--- config.mk ---
export PLATFORM = sky130hd
export DESIGN_NAME = lfcs_front
export DESIGN_NICKNAME = d
export VERILOG_FILES = /design/src/rtl/core/lfcs_pkg.sv /design/src/rtl/core/lfcs_front.sv
export SDC_FILE = /design/constraint.sdc
export NUM_CORES = 1
export LEC_CHECK = 0
export BUFFER_PORTS_ARGS = -buffer_cell sky130_fd_sc_hd__buf_2
export CORE_AREA = 2 2 84 86
export CTS_CLUSTER_SIZE = 12
export DETAILED_ROUTE_END_ITERATION = 8
export DIE_AREA = 0 0 86 88
export GPL_TIMING_DRIVEN = 0
export PLACE_DENSITY = 0.61
export SYNTH_ARGS = -nofsm -noshare
export SYNTH_HDL_FRONTEND = slang
export SYNTH_SLANG_ARGS = --single-unit
--- constraint.sdc ---
create_clock -name clk -period 2.1 [get_ports clk]
set_clock_uncertainty 0.05 [all_clocks]
set_input_delay 0.21 -clock clk [delete_from_list [all_inputs] [get_ports clk]]
set_output_delay 0.21 -clock clk [all_outputs]
set_load 0.01 [all_outputs]
--- src/rtl/core/lfcs_pkg.sv ---
// ----------------------------------------------------------------------------
// lfcs_pkg
// Shared types and constants for the line-fit compass search core.
// ----------------------------------------------------------------------------
package lfcs_pkg;

  typedef enum logic [1:0] {
    OP_ADD   = 2'd0,
    OP_CLEAR = 2'd1,
    OP_ITER  = 2'd2,
    OP_NONE  = 2'd3
  } op_t;

  localparam logic signed [31:0] Q_ONE     = 32'sh0001_0000;
  localparam logic        [31:0] STEP_INIT = 32'h000A_0000;

  // Queue entry between front and back.
  typedef struct packed {
    op_t         op;
    logic [15:0] x;
    logic [15:0] y;
  } cmd_t;

  typedef enum logic [2:0] {
    BS_IDLE,
    BS_PREP,
    BS_SWEEP,
    BS_DECIDE,
    BS_OUT
  } bstate_t;

  // Saturating add of a 32-bit signed value and a 33-bit signed delta.
  function automatic logic signed [31:0] sat_add(input logic signed [31:0] a,
                                                 input logic signed [32:0] b);
    logic signed [33:0] s;
    s = 34'(a) + 34'(b);
    if (s > 34'sh0_7FFF_FFFF) return 32'sh7FFF_FFFF;
    else if (s < -34'sh0_8000_0000) return 32'sh8000_0000;
    else return s[31:0];
  endfunction

endpackage

--- src/rtl/core/lfcs_front.sv ---
// ----------------------------------------------------------------------------
// lfcs_front
// Accepts transactions and holds them in a two-entry queue for the back part.
// ----------------------------------------------------------------------------
module lfcs_front #(
  parameter int COORD_BITS = 12
) (
  input  logic                         clk,
  input  logic                         rst,
  input  logic                         valid,
  output logic                         ready,
  input  logic [1:0]                   opcode,
  input  logic signed [COORD_BITS-1:0] point_x,
  input  logic signed [COORD_BITS-1:0] point_y,
  output logic                         q_valid,
  input  logic                         q_pop,
  output lfcs_pkg::cmd_t               q_data
);
  lfcs_pkg::cmd_t buffer [2];
  logic           wptr, rptr;
  logic [1:0]     fill;
  logic           push;
  lfcs_pkg::cmd_t cmd;

  assign ready   = (fill != 2'd2);
  assign push    = valid && ready;
  assign q_valid = (fill != 2'd0);
  assign q_data  = buffer[rptr];

  always_comb begin
    cmd.op = lfcs_pkg::op_t'(opcode);
    cmd.x  = 16'(point_x);
    cmd.y  = 16'(point_y);
  end

  always_ff @(posedge clk) begin
    if (push) buffer[wptr] <= cmd;
    if (rst) begin
      wptr <= 1'b0;
      rptr <= 1'b0;
      fill <= 2'd0;
    end else begin
      if (push) wptr <= ~wptr;
      if (q_pop) rptr <= ~rptr;
      fill <= fill + 2'(push) - 2'(q_pop);
    end
  end
endmodule

### Word level (Yosys, flattened, before mapping)

Memories as Yosys holds them, arrays and structs flattened. A register that Yosys moved wholly into a read port is not among the register bits.
Index checks and enable logic that the tools add are counted.
Widths: inputs -> output; s select.

| storage, ports and cells | value |
|---|---|
| memory bits (read-only) | 0 |
| register bits | 4 |
| logic and storage cells | 15 |
| input port bits | 30 |
| output and inout bits | 36 |
| latch bits | 0 |
| memories kept | 1 |
| RAM bits | 68 |

Memory list:

| name | depth | bits a word | read ports | clocked after Yosys merged registers in | wr ports | line | source |
|---|---|---|---|---|---|---|---|
| buffer | 2 | 34 | 1 | 1 | 1 | lfcs_front.sv:19 | `lfcs_pkg::cmd_t buffer [2];` |

| operators by class | value |
|---|---|
| reductions and logical operators | 2 |
| bitwise gates (word level) | 2 |
| shift operators | 0 |
| div/mod/pow operators | 0 |
| $mul | 0 |
| $add $sub $neg | 2 |
| mux-type cells | 4 |
| order comparisons | 0 |
| equal/unequal tests | 1 |

Operators with widths:

| cell | number |
|---|---|
| $mux 1 | 4 |
| $add 2x1->2 | 1 |
| $ne 2x2->1 const B | 1 |
| $not 1->1 | 2 |
| $reduce_bool 2->1 | 1 |
| $sub 2x1->2 | 1 |
| $logic_and 1x1->1 | 1 |

### Depth between registers and ports, before layout

Gate-level depths: netlist (run 1).

| depth | value |
|---|---|
| word-level depth | 4 |
| gate-level depth with buffers | 7 |
| depth with buffers taken out | 7 |

### Worst setup path before layout (run 1)

OpenSTA, ideal clock, no wires.

| path | value |
|---|---|
| kind | register -> register |
| from | register fill[0] |
| to | register fill[1] |
| period minus slack after synthesis | 1.677 ns |
| data arrival time | 1.562 ns |
| buffers on the path | 0 |
| required time | 1.985 ns |
| setup slack | 0.423 ns |
| library setup time | 0.065 ns |
| cell stages (with the launch flop) | 7 |
| cell sequence | dfxtp_1 nand2b_1 nand2_1 xnor2_1 ha_1 or4b_1 nand4b_1 |

| between the ends | value |
|---|---|
| word-level cells in the longest chain between the ends | 4 |

Ends and longest elaborated chain:

| item | line | source |
|---|---|---|
| start, declared | lfcs_front.sv:21 | `logic [1:0] fill;` |
| start signal, assigned | lfcs_front.sv:45 | `fill <= fill + 2'(push) - 2'(q_pop);` |
| $ne 2x2->1 | lfcs_front.sv:25 | `assign ready = (fill != 2'd2);` |
| via ready | lfcs_front.sv:11 | `output logic ready,` |
| $logic_and 1x1->1 | lfcs_front.sv:26 | `assign push = valid && ready;` |
| $add 2x1->2 | lfcs_front.sv:45 |  |
| $sub 2x1->2 | lfcs_front.sv:45 |  |

The timed path passes the listed nets, and every way through them passes these cells.
A chain may end at the register's enable or synchronous reset.

==> impl_metrics.env, run 1 <==
export IMPL_holdCritPathClass="in2reg"
export IMPL_grt_pass1_vias=1186
export IMPL_max_stage_delay_ps=390
export IMPL_coreArea_mm2=0.006644
export IMPL_worstPathMaxFanout=10
export IMPL_holdPathStages=1
export IMPL_slew_headroom_pct=24.50
export IMPL_yosysSeqAreaShare_pct=75.93
export IMPL_gr_total_overflow=0
export IMPL_cts_tree="done"
export IMPL_gp_congestion=0.6898
export IMPL_synthCells=117
export IMPL_numCtsBuffers=9
export IMPL_status="finished, final reports clean"
export IMPL_max_freq_ghz=0.5029
export IMPL_regToRegSetupSlack_ps=150
export IMPL_viasPerCell=4.366
export IMPL_avgRoutedWirePerCell_um=13.68
export IMPL_synth_seq_cells=57
export IMPL_crit_type="reg2out"
export IMPL_drv_cap=0
export IMPL_clock_root_buffer="clkbuf_8"
export IMPL_p_int_w=0.002085
export IMPL_drt_wl_total_mm=3.816
export IMPL_min_to="buffer[0][10]$_DFFE_PP_"
export IMPL_grt_max_degree=27
export IMPL_register_area_mm2=0.001662
export IMPL_drt_iter0_markers=31
export IMPL_r2r_start="fill[0]$_SDFF_PP0_"
export IMPL_setup_ws_ps=111.4
export IMPL_clock_latency_ps=330
export IMPL_finalCritPeriodShare_pct=94.69
export IMPL_leakage_nw=1.103
export IMPL_port_buffer_count=65
export IMPL_multiInputGateArea_um2=440.4
export IMPL_grt_first_pass_wirelength_mm=5.713
export IMPL_fillers=614
export IMPL_power_switching_w=0.0006425
export IMPL_avgSynthCellArea_um2=18.70
export IMPL_dp_hpwl_mm=2.473
export IMPL_cp_required_ps=1840
export IMPL_ys_types=23
export IMPL_power_frac_comb_pct=15.3
export IMPL_ios=66
export IMPL_antenna_found_initial=0
export IMPL_hold_violations=0
export IMPL_grt_util_all_layers_pct=10.50
export IMPL_num_vias=1218
export IMPL_antenna_cells=0
export IMPL_crit_arrival_ps=1730
export IMPL_start_kind="register"
export IMPL_fp_dieW_um=86
export IMPL_clockBufferDepth=2
export IMPL_cellPowerDensity_mw_per_mm2=970.0
export IMPL_crit_chain="buf_2 -> buf_4 -> mux2_2 -> buf_4 -> buf_2"
export IMPL_dieHeight_um=88
export IMPL_finalCriticalPeriod_ps=1989
export IMPL_r2r_cells=3
export IMPL_clock_sinks=57
export IMPL_rows=30
export IMPL_initial_core_util_pct=32.94
export IMPL_nets=226
export IMPL_ant_nets=0
export IMPL_cts_reportedPaths_clkPinSlew_ps=60
export IMPL_slew_viol_final=0
export IMPL_area_growth_pct=28.47
export IMPL_grt_setup_unrepaired="false"
export IMPL_yosysWarnings=0
export IMPL_layout_drive_gt1_share_pct=54.27
export IMPL_syn_area_mm2=0.002188
export IMPL_crit_path_top_delay_cell="mux2_2"
export IMPL_drc_errors=0
export IMPL_setup_violations=0
export IMPL_die_area_mm2=0.007568
export IMPL_ir_worst_vdd_uv=402.7
export IMPL_worstSetupEndpointType="output port"
export IMPL_h_tree_depth=3
export IMPL_seq_power_share_pct=50.6
export IMPL_min_delay_start="point_y[10]"
export IMPL_clkPwrFrac_pct=34.0
export IMPL_dp_worst_setup_slack_ps=131.5
export IMPL_r2r_end="buffer[0][0]$_DFFE_PP_"
export IMPL_switching_share_pct=23.56
export IMPL_firstDrtPassIters=4
export IMPL_fin_tns_setup_ps=0
export IMPL_synth_nets=148
export IMPL_tightest_slew_ps=1131
## layout make-up
cell class | instances | share of cell area, %
clock buffers | 10 | 4.539
clock inverters | 5 | 1.691
repair buffers | 67 | 12.28
inverters | 3 | 0.4005
multi-input cells | 46 | 15.67
flip-flops and latches | 57 | 59.10
plain buffers | 11 | 2.759
well taps | 80 | 3.560
## state kept, by name, indices dropped and copies added, names as in the netlist, named ones only
| signal | cells |
|---|---|
| rptr | 1 |
| buffer | 52 |
| fill | 2 |
| wptr | 1 |
## power by group through the flow
stage | registers (W) | logic (W) | clock network (W)
after floorplan | 0.00140 | 0.000255 | 0
after global placement | 0.00140 | 0.000418 | 0
after detailed placement | 0.00141 | 0.000422 | 0
after CTS | 0.00138 | 0.000426 | 0.000953
after global routing | 0.00139 | 0.000463 | 0.00101
final | 0.00138 | 0.000418 | 0.000928
## worst max-delay path: cells and delay by family, from the launching register on
family / cells / cell delay [ps]
buf+inv: 4 / 710
flops: 1 / 300
mux: 1 / 390
## placed cells by master (no fill, tap or decap), types with 2 or more instances in the layout
master and n:
clkinv_1 2, clkbuf_8 9, nor2_1 2, buf_2 67, edfxtp_1 52, mux2_2 18, xnor2_1 2, dlygate4sd3_1 2
clkinv_2 2, nand4b_1 2, dfxtp_1 5, nand2b_1 2, buf_4 9, inv_1 3, mux2_1 8
## through the flow
stage               power, W  hold slack, ps  utilization (%)  cell area (µm²)  instances
floorplan           0.001652           229.1                -             2188        117
global placement    0.001820           348.6            39.34             2614        262
detailed placement  0.001828           352.0            39.34             2614        262
CTS                 0.002762           4.516            42.02             2791        277
global route        0.002861           3.789            42.32             2811        279
finish              0.002727           21.42            42.32             2811        279
## Yosys cell counts
cell | number | area (µm²)
a2111oi_0 | 1 | 8.760
a21bo_1 | 1 | 10.01
a21boi_1 | 1 | 7.510
a21oi_1 | 1 | 5.000
and3_2 | 1 | 7.510
buf_2 | 3 | 15.01
buf_4 | 8 | 60.06
dfxtp_1 | 5 | 100.1
edfxtp_1 | 52 | 1562
ha_1 | 1 | 12.51
inv_1 | 3 | 11.26
mux2_1 | 8 | 90.09
mux2_2 | 18 | 202.7
nand2_1 | 1 | 3.750
nand2b_1 | 2 | 12.51
nand3b_1 | 1 | 7.510
nand4b_1 | 2 | 17.52
nor2_1 | 2 | 7.510
nor2b_1 | 1 | 6.260
or2_2 | 1 | 6.260
or4_1 | 1 | 7.510
or4b_1 | 1 | 10.01
xnor2_1 | 2 | 17.52
## layer usage
metal / vias to the layer above / share of wire, % / track usage [%] / wire [µm]
li1: 593 / - / - / -
met4: 0 / 1.6 / 6.061 / 62
met1: 568 / 45 / 12.75 / 1733
met5: - / 0 / 0 / 0
met2: 52 / 45 / 15.72 / 1726
met3: 5 / 7.7 / 4.430 / 294
## what timing repair did
item,in CTS,in global routing
hold buffers,0,2
buffers inserted,0,0
gates resized for setup,1,0
endpoints found under the setup margin,4,0
endpoints found under the hold margin,0,4
## cells by family after synthesis
logic type / after synthesis / share of synthesized area, %
XOR/XNOR: 2 / 0.8006
buffers and inverters: 14 / 3.945
multiplexers: 26 / 13.38
flip-flops: 57 / 75.93
AO/OA/AOI/OAI: 4 / 1.429
AND/OR/NAND/NOR: 13 / 3.946
adder cells (fa/ha/maj): 1 / 0.5717
## how the worst max path moves through the flow
stage                              end                from  depth (start not counted)  slack (ps)
2_1_floorplan       fill[1]$_SDFF_PP0_  fill[0]$_SDFF_PP0_                          6         420
4_1_cts                     q_data[15]            register                          5          70
5_1_grt        buffer[0][26]$_DFFE_PP_  fill[0]$_SDFF_PP0_                          3          20
3_3_place_gp   buffer[0][19]$_DFFE_PP_  fill[0]$_SDFF_PP0_                          3         140
3_5_place_dp   buffer[0][32]$_DFFE_PP_  fill[0]$_SDFF_PP0_                          3         130
6_report                    q_data[15]            register                          5         110
No activity file was read; power rests on OpenSTA's default activity.
==> run 2: changes to the inputs <==
==> constraint.sdc (replaced) <==
create_clock -name clk -period 2.1 [get_ports clk]
set_clock_uncertainty 0.05 [all_clocks]
set_input_delay 0.105 -clock clk [delete_from_list [all_inputs] [get_ports clk]]
set_output_delay 0.105 -clock clk [all_outputs]
set_load 0.01 [all_outputs]
==> run 2 against run 1 <==
Net effect: via count is 7.1% higher; clock power hardly changed; combinational power is 8.4% higher; die area stayed put; sequential cell count stayed put; first-iteration DRC count is 6.5% higher; setup slack better by 26 ps; sequential share of layout area is 4.8 points lower; non-clock buffer count is 25 higher.
==> impl_metrics.env, run 2 (same netlist as run 1, synthesis figures left out) <==
export IMPL_largest_register="buffer"
export IMPL_multiInputGateArea_um2=440.4
export IMPL_r2r_cells=3
export IMPL_worstSetupEndpointType="output port"
export IMPL_leakage_nw=1.207
export IMPL_dieHeight_um=88
export IMPL_crit_chain="buf_2 -> buf_2 -> mux2_2 -> buf_4 -> buf_2"
export IMPL_start_kind="register"
export IMPL_cp_depth=5
export IMPL_post_cts_buffers=0
export IMPL_grt_setup_unrepaired="false"
export IMPL_numCtsBuffers=9
export IMPL_postLayoutCoreUtil_pct=46.05
export IMPL_initial_core_util_pct=32.94
export IMPL_min_delay_start="q_pop"
export IMPL_rows=30
export IMPL_finalCriticalPeriod_ps=1962
export IMPL_grt_first_pass_wirelength_mm=5.996
export IMPL_cts_reportedPaths_clkPinSlew_ps=60
export IMPL_r2r_start="fill[0]$_SDFF_PP0_"
export IMPL_drc_errors=0
export IMPL_grt_max_degree=27
export IMPL_area_growth_pct=39.79
export IMPL_crit_arrival_ps=1810
export IMPL_firstDrtPassIters=4
export IMPL_drt_iter0_markers=33
export IMPL_clock_sinks=57
export IMPL_grt_util_all_layers_pct=10.94
export IMPL_slew_headroom_pct=24.83
export IMPL_holdCritPathClass="in2reg"
export IMPL_dp_hpwl_mm=2.473
export IMPL_h_tree_depth=3
export IMPL_clock_latency_ps=330
export IMPL_status="finished, final reports clean"
export IMPL_clock_root_buffer="clkbuf_8"
export IMPL_crit_path_top_delay_cell="mux2_2"
export IMPL_gp_congestion=0.6898
export IMPL_layout_drive_gt1_share_pct=48.21
export IMPL_port_buffer_count=65
export IMPL_die_area_mm2=0.007568
export IMPL_ios=66
export IMPL_critPathTopFamily="buffers and inverters"
export IMPL_clockBufferDepth=2
export IMPL_r2r_end="buffer[0][0]$_DFFE_PP_"
export IMPL_max_freq_ghz=0.5096
export IMPL_avgRoutedWirePerCell_um=13.11
export IMPL_antenna_found_initial=0
export IMPL_cts_tree="done"
export IMPL_path_common_cell="buf_2"
export IMPL_cellPowerDensity_mw_per_mm2=903.2
export IMPL_hold_violations=0
export IMPL_crit_end="q_data[15]"
export IMPL_slew_viol_final=0
export IMPL_ir_worst_vdd_uv=410.0
export IMPL_register_area_mm2=0.001662
export IMPL_fp_dieW_um=86
export IMPL_fillers=595
export IMPL_final_common_cell="buf_2"
export IMPL_ant_nets=0
export IMPL_tightest_slew_ps=1126
export IMPL_gr_total_overflow=0
export IMPL_fin_tns_setup_ps=0
export IMPL_setup_violations=0
export IMPL_holdPathStages=3
export IMPL_antenna_cells=0
export IMPL_drv_cap=0
export IMPL_worstPathMaxFanout=10
export IMPL_max_stage_delay_ps=410
export IMPL_grt_pass1_vias=1266
export IMPL_viasPerCell=4.293
export IMPL_coreArea_mm2=0.006644
export IMPL_largestRegisters="buffer: 52 flops, fill: 2 flops"
export IMPL_cp_required_ps=1950
export IMPL_path_buf_inv=4
export IMPL_regToRegSetupSlack_ps=150
export IMPL_nets=251
export IMPL_drt_wl_total_mm=3.985
export IMPL_largest_reg_flops=52
export IMPL_crit_type="reg2out"
export IMPL_final_cell_mix="buf_2 (68), edfxtp_1 (52), dlygate4sd3_1 (27)"
export IMPL_finalCritPeriodShare_pct=93.44
export IMPL_num_vias=1305
==> run 2: cell types whose count changed in the layout (fill, tap and decap cells not counted) <==
cell / change
buf_4: -1
buf_2: +1
dlygate4sd3_1: +25
==> run 2: routing by layer <==
layer | GRT usage, % | part of all wire [%]
met1 | 12.99 | 46
met2 | 16.84 | 46
met3 | 4.618 | 6.8
met4 | 6.061 | 1.6
met5 | 0 | 0
==> run 2: timing repair <==
item / 4_1_cts / 5_1_grt
resized for setup: 0 / 0
hold buffers: 27 / 0
endpoints found under the hold margin: 56 / 0
==> run 2: area by class of cell <==
cell class | instances | area share, %
sequential | 57 | 54.31
timing repair buffer | 92 | 19.47
multi-input combinational | 46 | 14.40
clock buffer | 10 | 4.172
tap | 80 | 3.272
buffer | 11 | 2.454
clock inverter | 5 | 1.554
inverter | 3 | 0.3681
==> run 2: report_power, final <==
group | leakage [nW] | total [W] | switching, W | internal [W]
logic | 0.589 | 0.000453 | 0.000225 | 0.000229
clock network | 0.0910 | 0.000928 | 0.000400 | 0.000529
registers | 0.527 | 0.00138 | 0.0000249 | 0.00136
total | 1.21 | 0.00276 | 0.000649 | 0.00211
==> run 2: metrics by stage <==
step | worst slack [ps] | total power (W) | hold WS (ps) | std cells | area, µm²
6_report | 137.7 | 0.002763 | 73.74 | 304 | 3059
5_1_grt | 16.39 | 0.002899 | 81.68 | 304 | 3059
4_1_cts | 91.26 | 0.002800 | 66.35 | 304 | 3059
3_5_place_dp | 131.5 | 0.001828 | 247.0 | 262 | 2614
3_3_place_gp | 140.5 | 0.001820 | 243.6 | 262 | 2614
2_1_floorplan | 422.8 | 0.001652 | 124.1 | 117 | 2188
==> run 2: worst min-delay path: stages <==
cell and delay [ps]:
buf_2 140, xnor2_1 90, nor2_1 80
==> run 2: worst min-delay path by stage <==
stage / end / slack [ps]
after floorplan: wptr$_SDFFE_PP0P_ / 120
after global placement: buffer[1][0]$_DFFE_PP_ / 240
after detailed placement: buffer[1][8]$_DFFE_PP_ / 250
after CTS: register / 70
after global routing: wptr$_SDFFE_PP0P_ / 80
final: register / 70
==> run 3: changes to the inputs <==
- PLACE_DENSITY: 0.61 -> default
==> run 3 against run 2 <==
Net effect: count of clock-buffer cells in the layout down 1; sequential share of layout area hardly changed; sequential power barely moved; routed wire length is 2.0% higher; non-clock buffer count did not move; critical path depth did not move; combinational power rose by 2%; critical path type unchanged.
==> impl_metrics.env, run 3 (same netlist as run 1, synthesis figures left out) <==
export IMPL_largest_register="buffer"
export IMPL_setup_violations=0
export IMPL_status="finished, final reports clean"
export IMPL_layout_drive_gt1_share_pct=48.43
export IMPL_crit_type="reg2out"
export IMPL_gp_congestion=0.6278
export IMPL_cellPowerDensity_mw_per_mm2=899.1
export IMPL_switching_share_pct=23.44
export IMPL_clock_root_buffer="clkbuf_8"
export IMPL_coreArea_mm2=0.006644
export IMPL_initial_core_util_pct=32.94
export IMPL_finalCriticalPeriod_ps=1975
export IMPL_clock_sinks=57
export IMPL_finalCritPeriodShare_pct=94.05
export IMPL_gr_total_overflow=0
export IMPL_r2r_end="buffer[0][1]$_DFFE_PP_"
export IMPL_ant_nets=0
export IMPL_num_vias=1334
export IMPL_drt_wl_total_mm=4.063
export IMPL_crit_arrival_ps=1820
export IMPL_holdCritPathClass="in2reg"
export IMPL_stdcell_area_mm2=0.003060
export IMPL_grt_pass1_vias=1373
export IMPL_p_int_w=0.002107
export IMPL_cp_required_ps=1950
export IMPL_worstSetupEndpointType="output port"
export IMPL_largest_reg_flops=52
export IMPL_grt_util_all_layers_pct=11.63
export IMPL_crit_end="q_data[13]"
export IMPL_dp_cells=262
export IMPL_die_area_mm2=0.007568
export IMPL_instances_no_fill=303
export IMPL_port_buffer_count=65
export IMPL_drt_iter0_markers=43
export IMPL_viasPerCell=4.403
export IMPL_dieHeight_um=88
export IMPL_cts_tree="done"
export IMPL_regToRegSetupSlack_ps=320
export IMPL_cts_reportedPaths_clkPinSlew_ps=60
export IMPL_grt_first_pass_wirelength_mm=6.479
export IMPL_ios=66
export IMPL_ir_worst_vdd_uv=452.6
export IMPL_r2r_cells=3
export IMPL_drc_errors=0
export IMPL_firstDrtPassIters=4
export IMPL_largestRegisters="buffer: 52 flops, fill: 2 flops"
export IMPL_clockBufferDepth=2
export IMPL_seq_power_share_pct=50.2
export IMPL_tightest_slew_ps=668.9
export IMPL_leakage_nw=1.193
export IMPL_hold_violations=0
export IMPL_final_common_cell="buf_2"
export IMPL_drv_cap=0
export IMPL_grt_setup_unrepaired="false"
export IMPL_slew_headroom_pct=55.41
export IMPL_place_area_mm2=0.002614
export IMPL_final_cell_mix="buf_2 (68), edfxtp_1 (52), dlygate4sd3_1 (27)"
export IMPL_total_power_w=0.002752
export IMPL_h_tree_depth=3
export IMPL_r2r_start="fill[1]$_SDFF_PP0_"
export IMPL_numCtsBuffers=9
export IMPL_timing_hold_ws_ps=75.87
export IMPL_clkPwrFrac_pct=33.1
export IMPL_start_kind="register"
export IMPL_worstPathMaxFanout=10
export IMPL_max_freq_ghz=0.5063
export IMPL_nets=251
export IMPL_power_frac_comb_pct=16.7
export IMPL_power_switching_w=0.0006452
export IMPL_antenna_found_initial=0
export IMPL_avgRoutedWirePerCell_um=13.41
export IMPL_post_cts_buffers=0
export IMPL_area_growth_pct=39.85
export IMPL_slew_viol_final=0
export IMPL_dp_hpwl_mm=2.471
export IMPL_clock_latency_ps=320
export IMPL_fp_dieW_um=86
export IMPL_fin_tns_setup_ps=0
export IMPL_rows=30
export IMPL_antenna_cells=0
export IMPL_grt_max_degree=27
-- run 3: how the worst min path moves through the flow --
stage	from	depth (start not counted)	endpoint
5_1_grt	q_pop	3	rptr$_SDFFE_PP0P_
6_report	q_pop	3	rptr$_SDFFE_PP0P_
3_5_place_dp	point_y[6]	1	buffer[1][6]$_DFFE_PP_
3_3_place_gp	point_y[11]	1	buffer[1][15]$_DFFE_PP_
4_1_cts	q_pop	3	rptr$_SDFFE_PP0P_
2_1_floorplan	rst	1	wptr$_SDFFE_PP0P_
-- run 3: cell type report --
| class | instances | area, µm² |
|---|---|---|
| buffer | 11 | 75.07 |
| clock buffer | 9 | 123.9 |
| clock inverter | 5 | 48.80 |
| fill | 601 | 3583 |
| inverter | 3 | 15.01 |
| multi-input combinational | 46 | 440.4 |
| sequential | 57 | 1662 |
| tap | 80 | 100.1 |
| timing repair buffer | 92 | 595.6 |
-- run 3: critical path: stages, from the launching register on --
cell and delay, ps:
dfxtp_1 300, buf_2 220, buf_2 300, mux2_2 410
buf_4 140, buf_2 130
-- run 3: per-stage QoR --
stage          worst slack [ps]  util [%]
6_report                  125.0     46.06
5_1_grt                   7.271     46.06
4_1_cts                   87.85     46.01
3_5_place_dp              101.3     39.34
3_3_place_gp              114.5     39.34
2_1_floorplan             422.8         -
-- run 3: per-layer routing --
metal | global-route usage, % | wire length (µm) | vias to the layer above | part of all wire [%]
met5 | 0 | 0 | - | 0
met4 | 7.071 | 71 | 0 | 1.7
met3 | 3.487 | 244 | 9 | 6.0
met1 | 14.56 | 1874 | 634 | 46
li1 | - | - | 643 | -
met2 | 17.76 | 1872 | 48 | 46
-- run 3: repair_timing --
item / CTS / global route
gates resized for setup: 0 / 1
setup endpoints to repair: 0 / 26
hold endpoints to repair: 56 / 0
hold buffers: 27 / 0
-- run 3: power by group through the flow --
stage	sequential [W]	clock (W)	combinational (W)
2_1_floorplan	0.00140	0	0.000255
3_3_place_gp	0.00140	0	0.000421
3_5_place_dp	0.00141	0	0.000426
4_1_cts	0.00138	0.000941	0.000466
5_1_grt	0.00139	0.000993	0.000505
6_report	0.00138	0.000911	0.000460
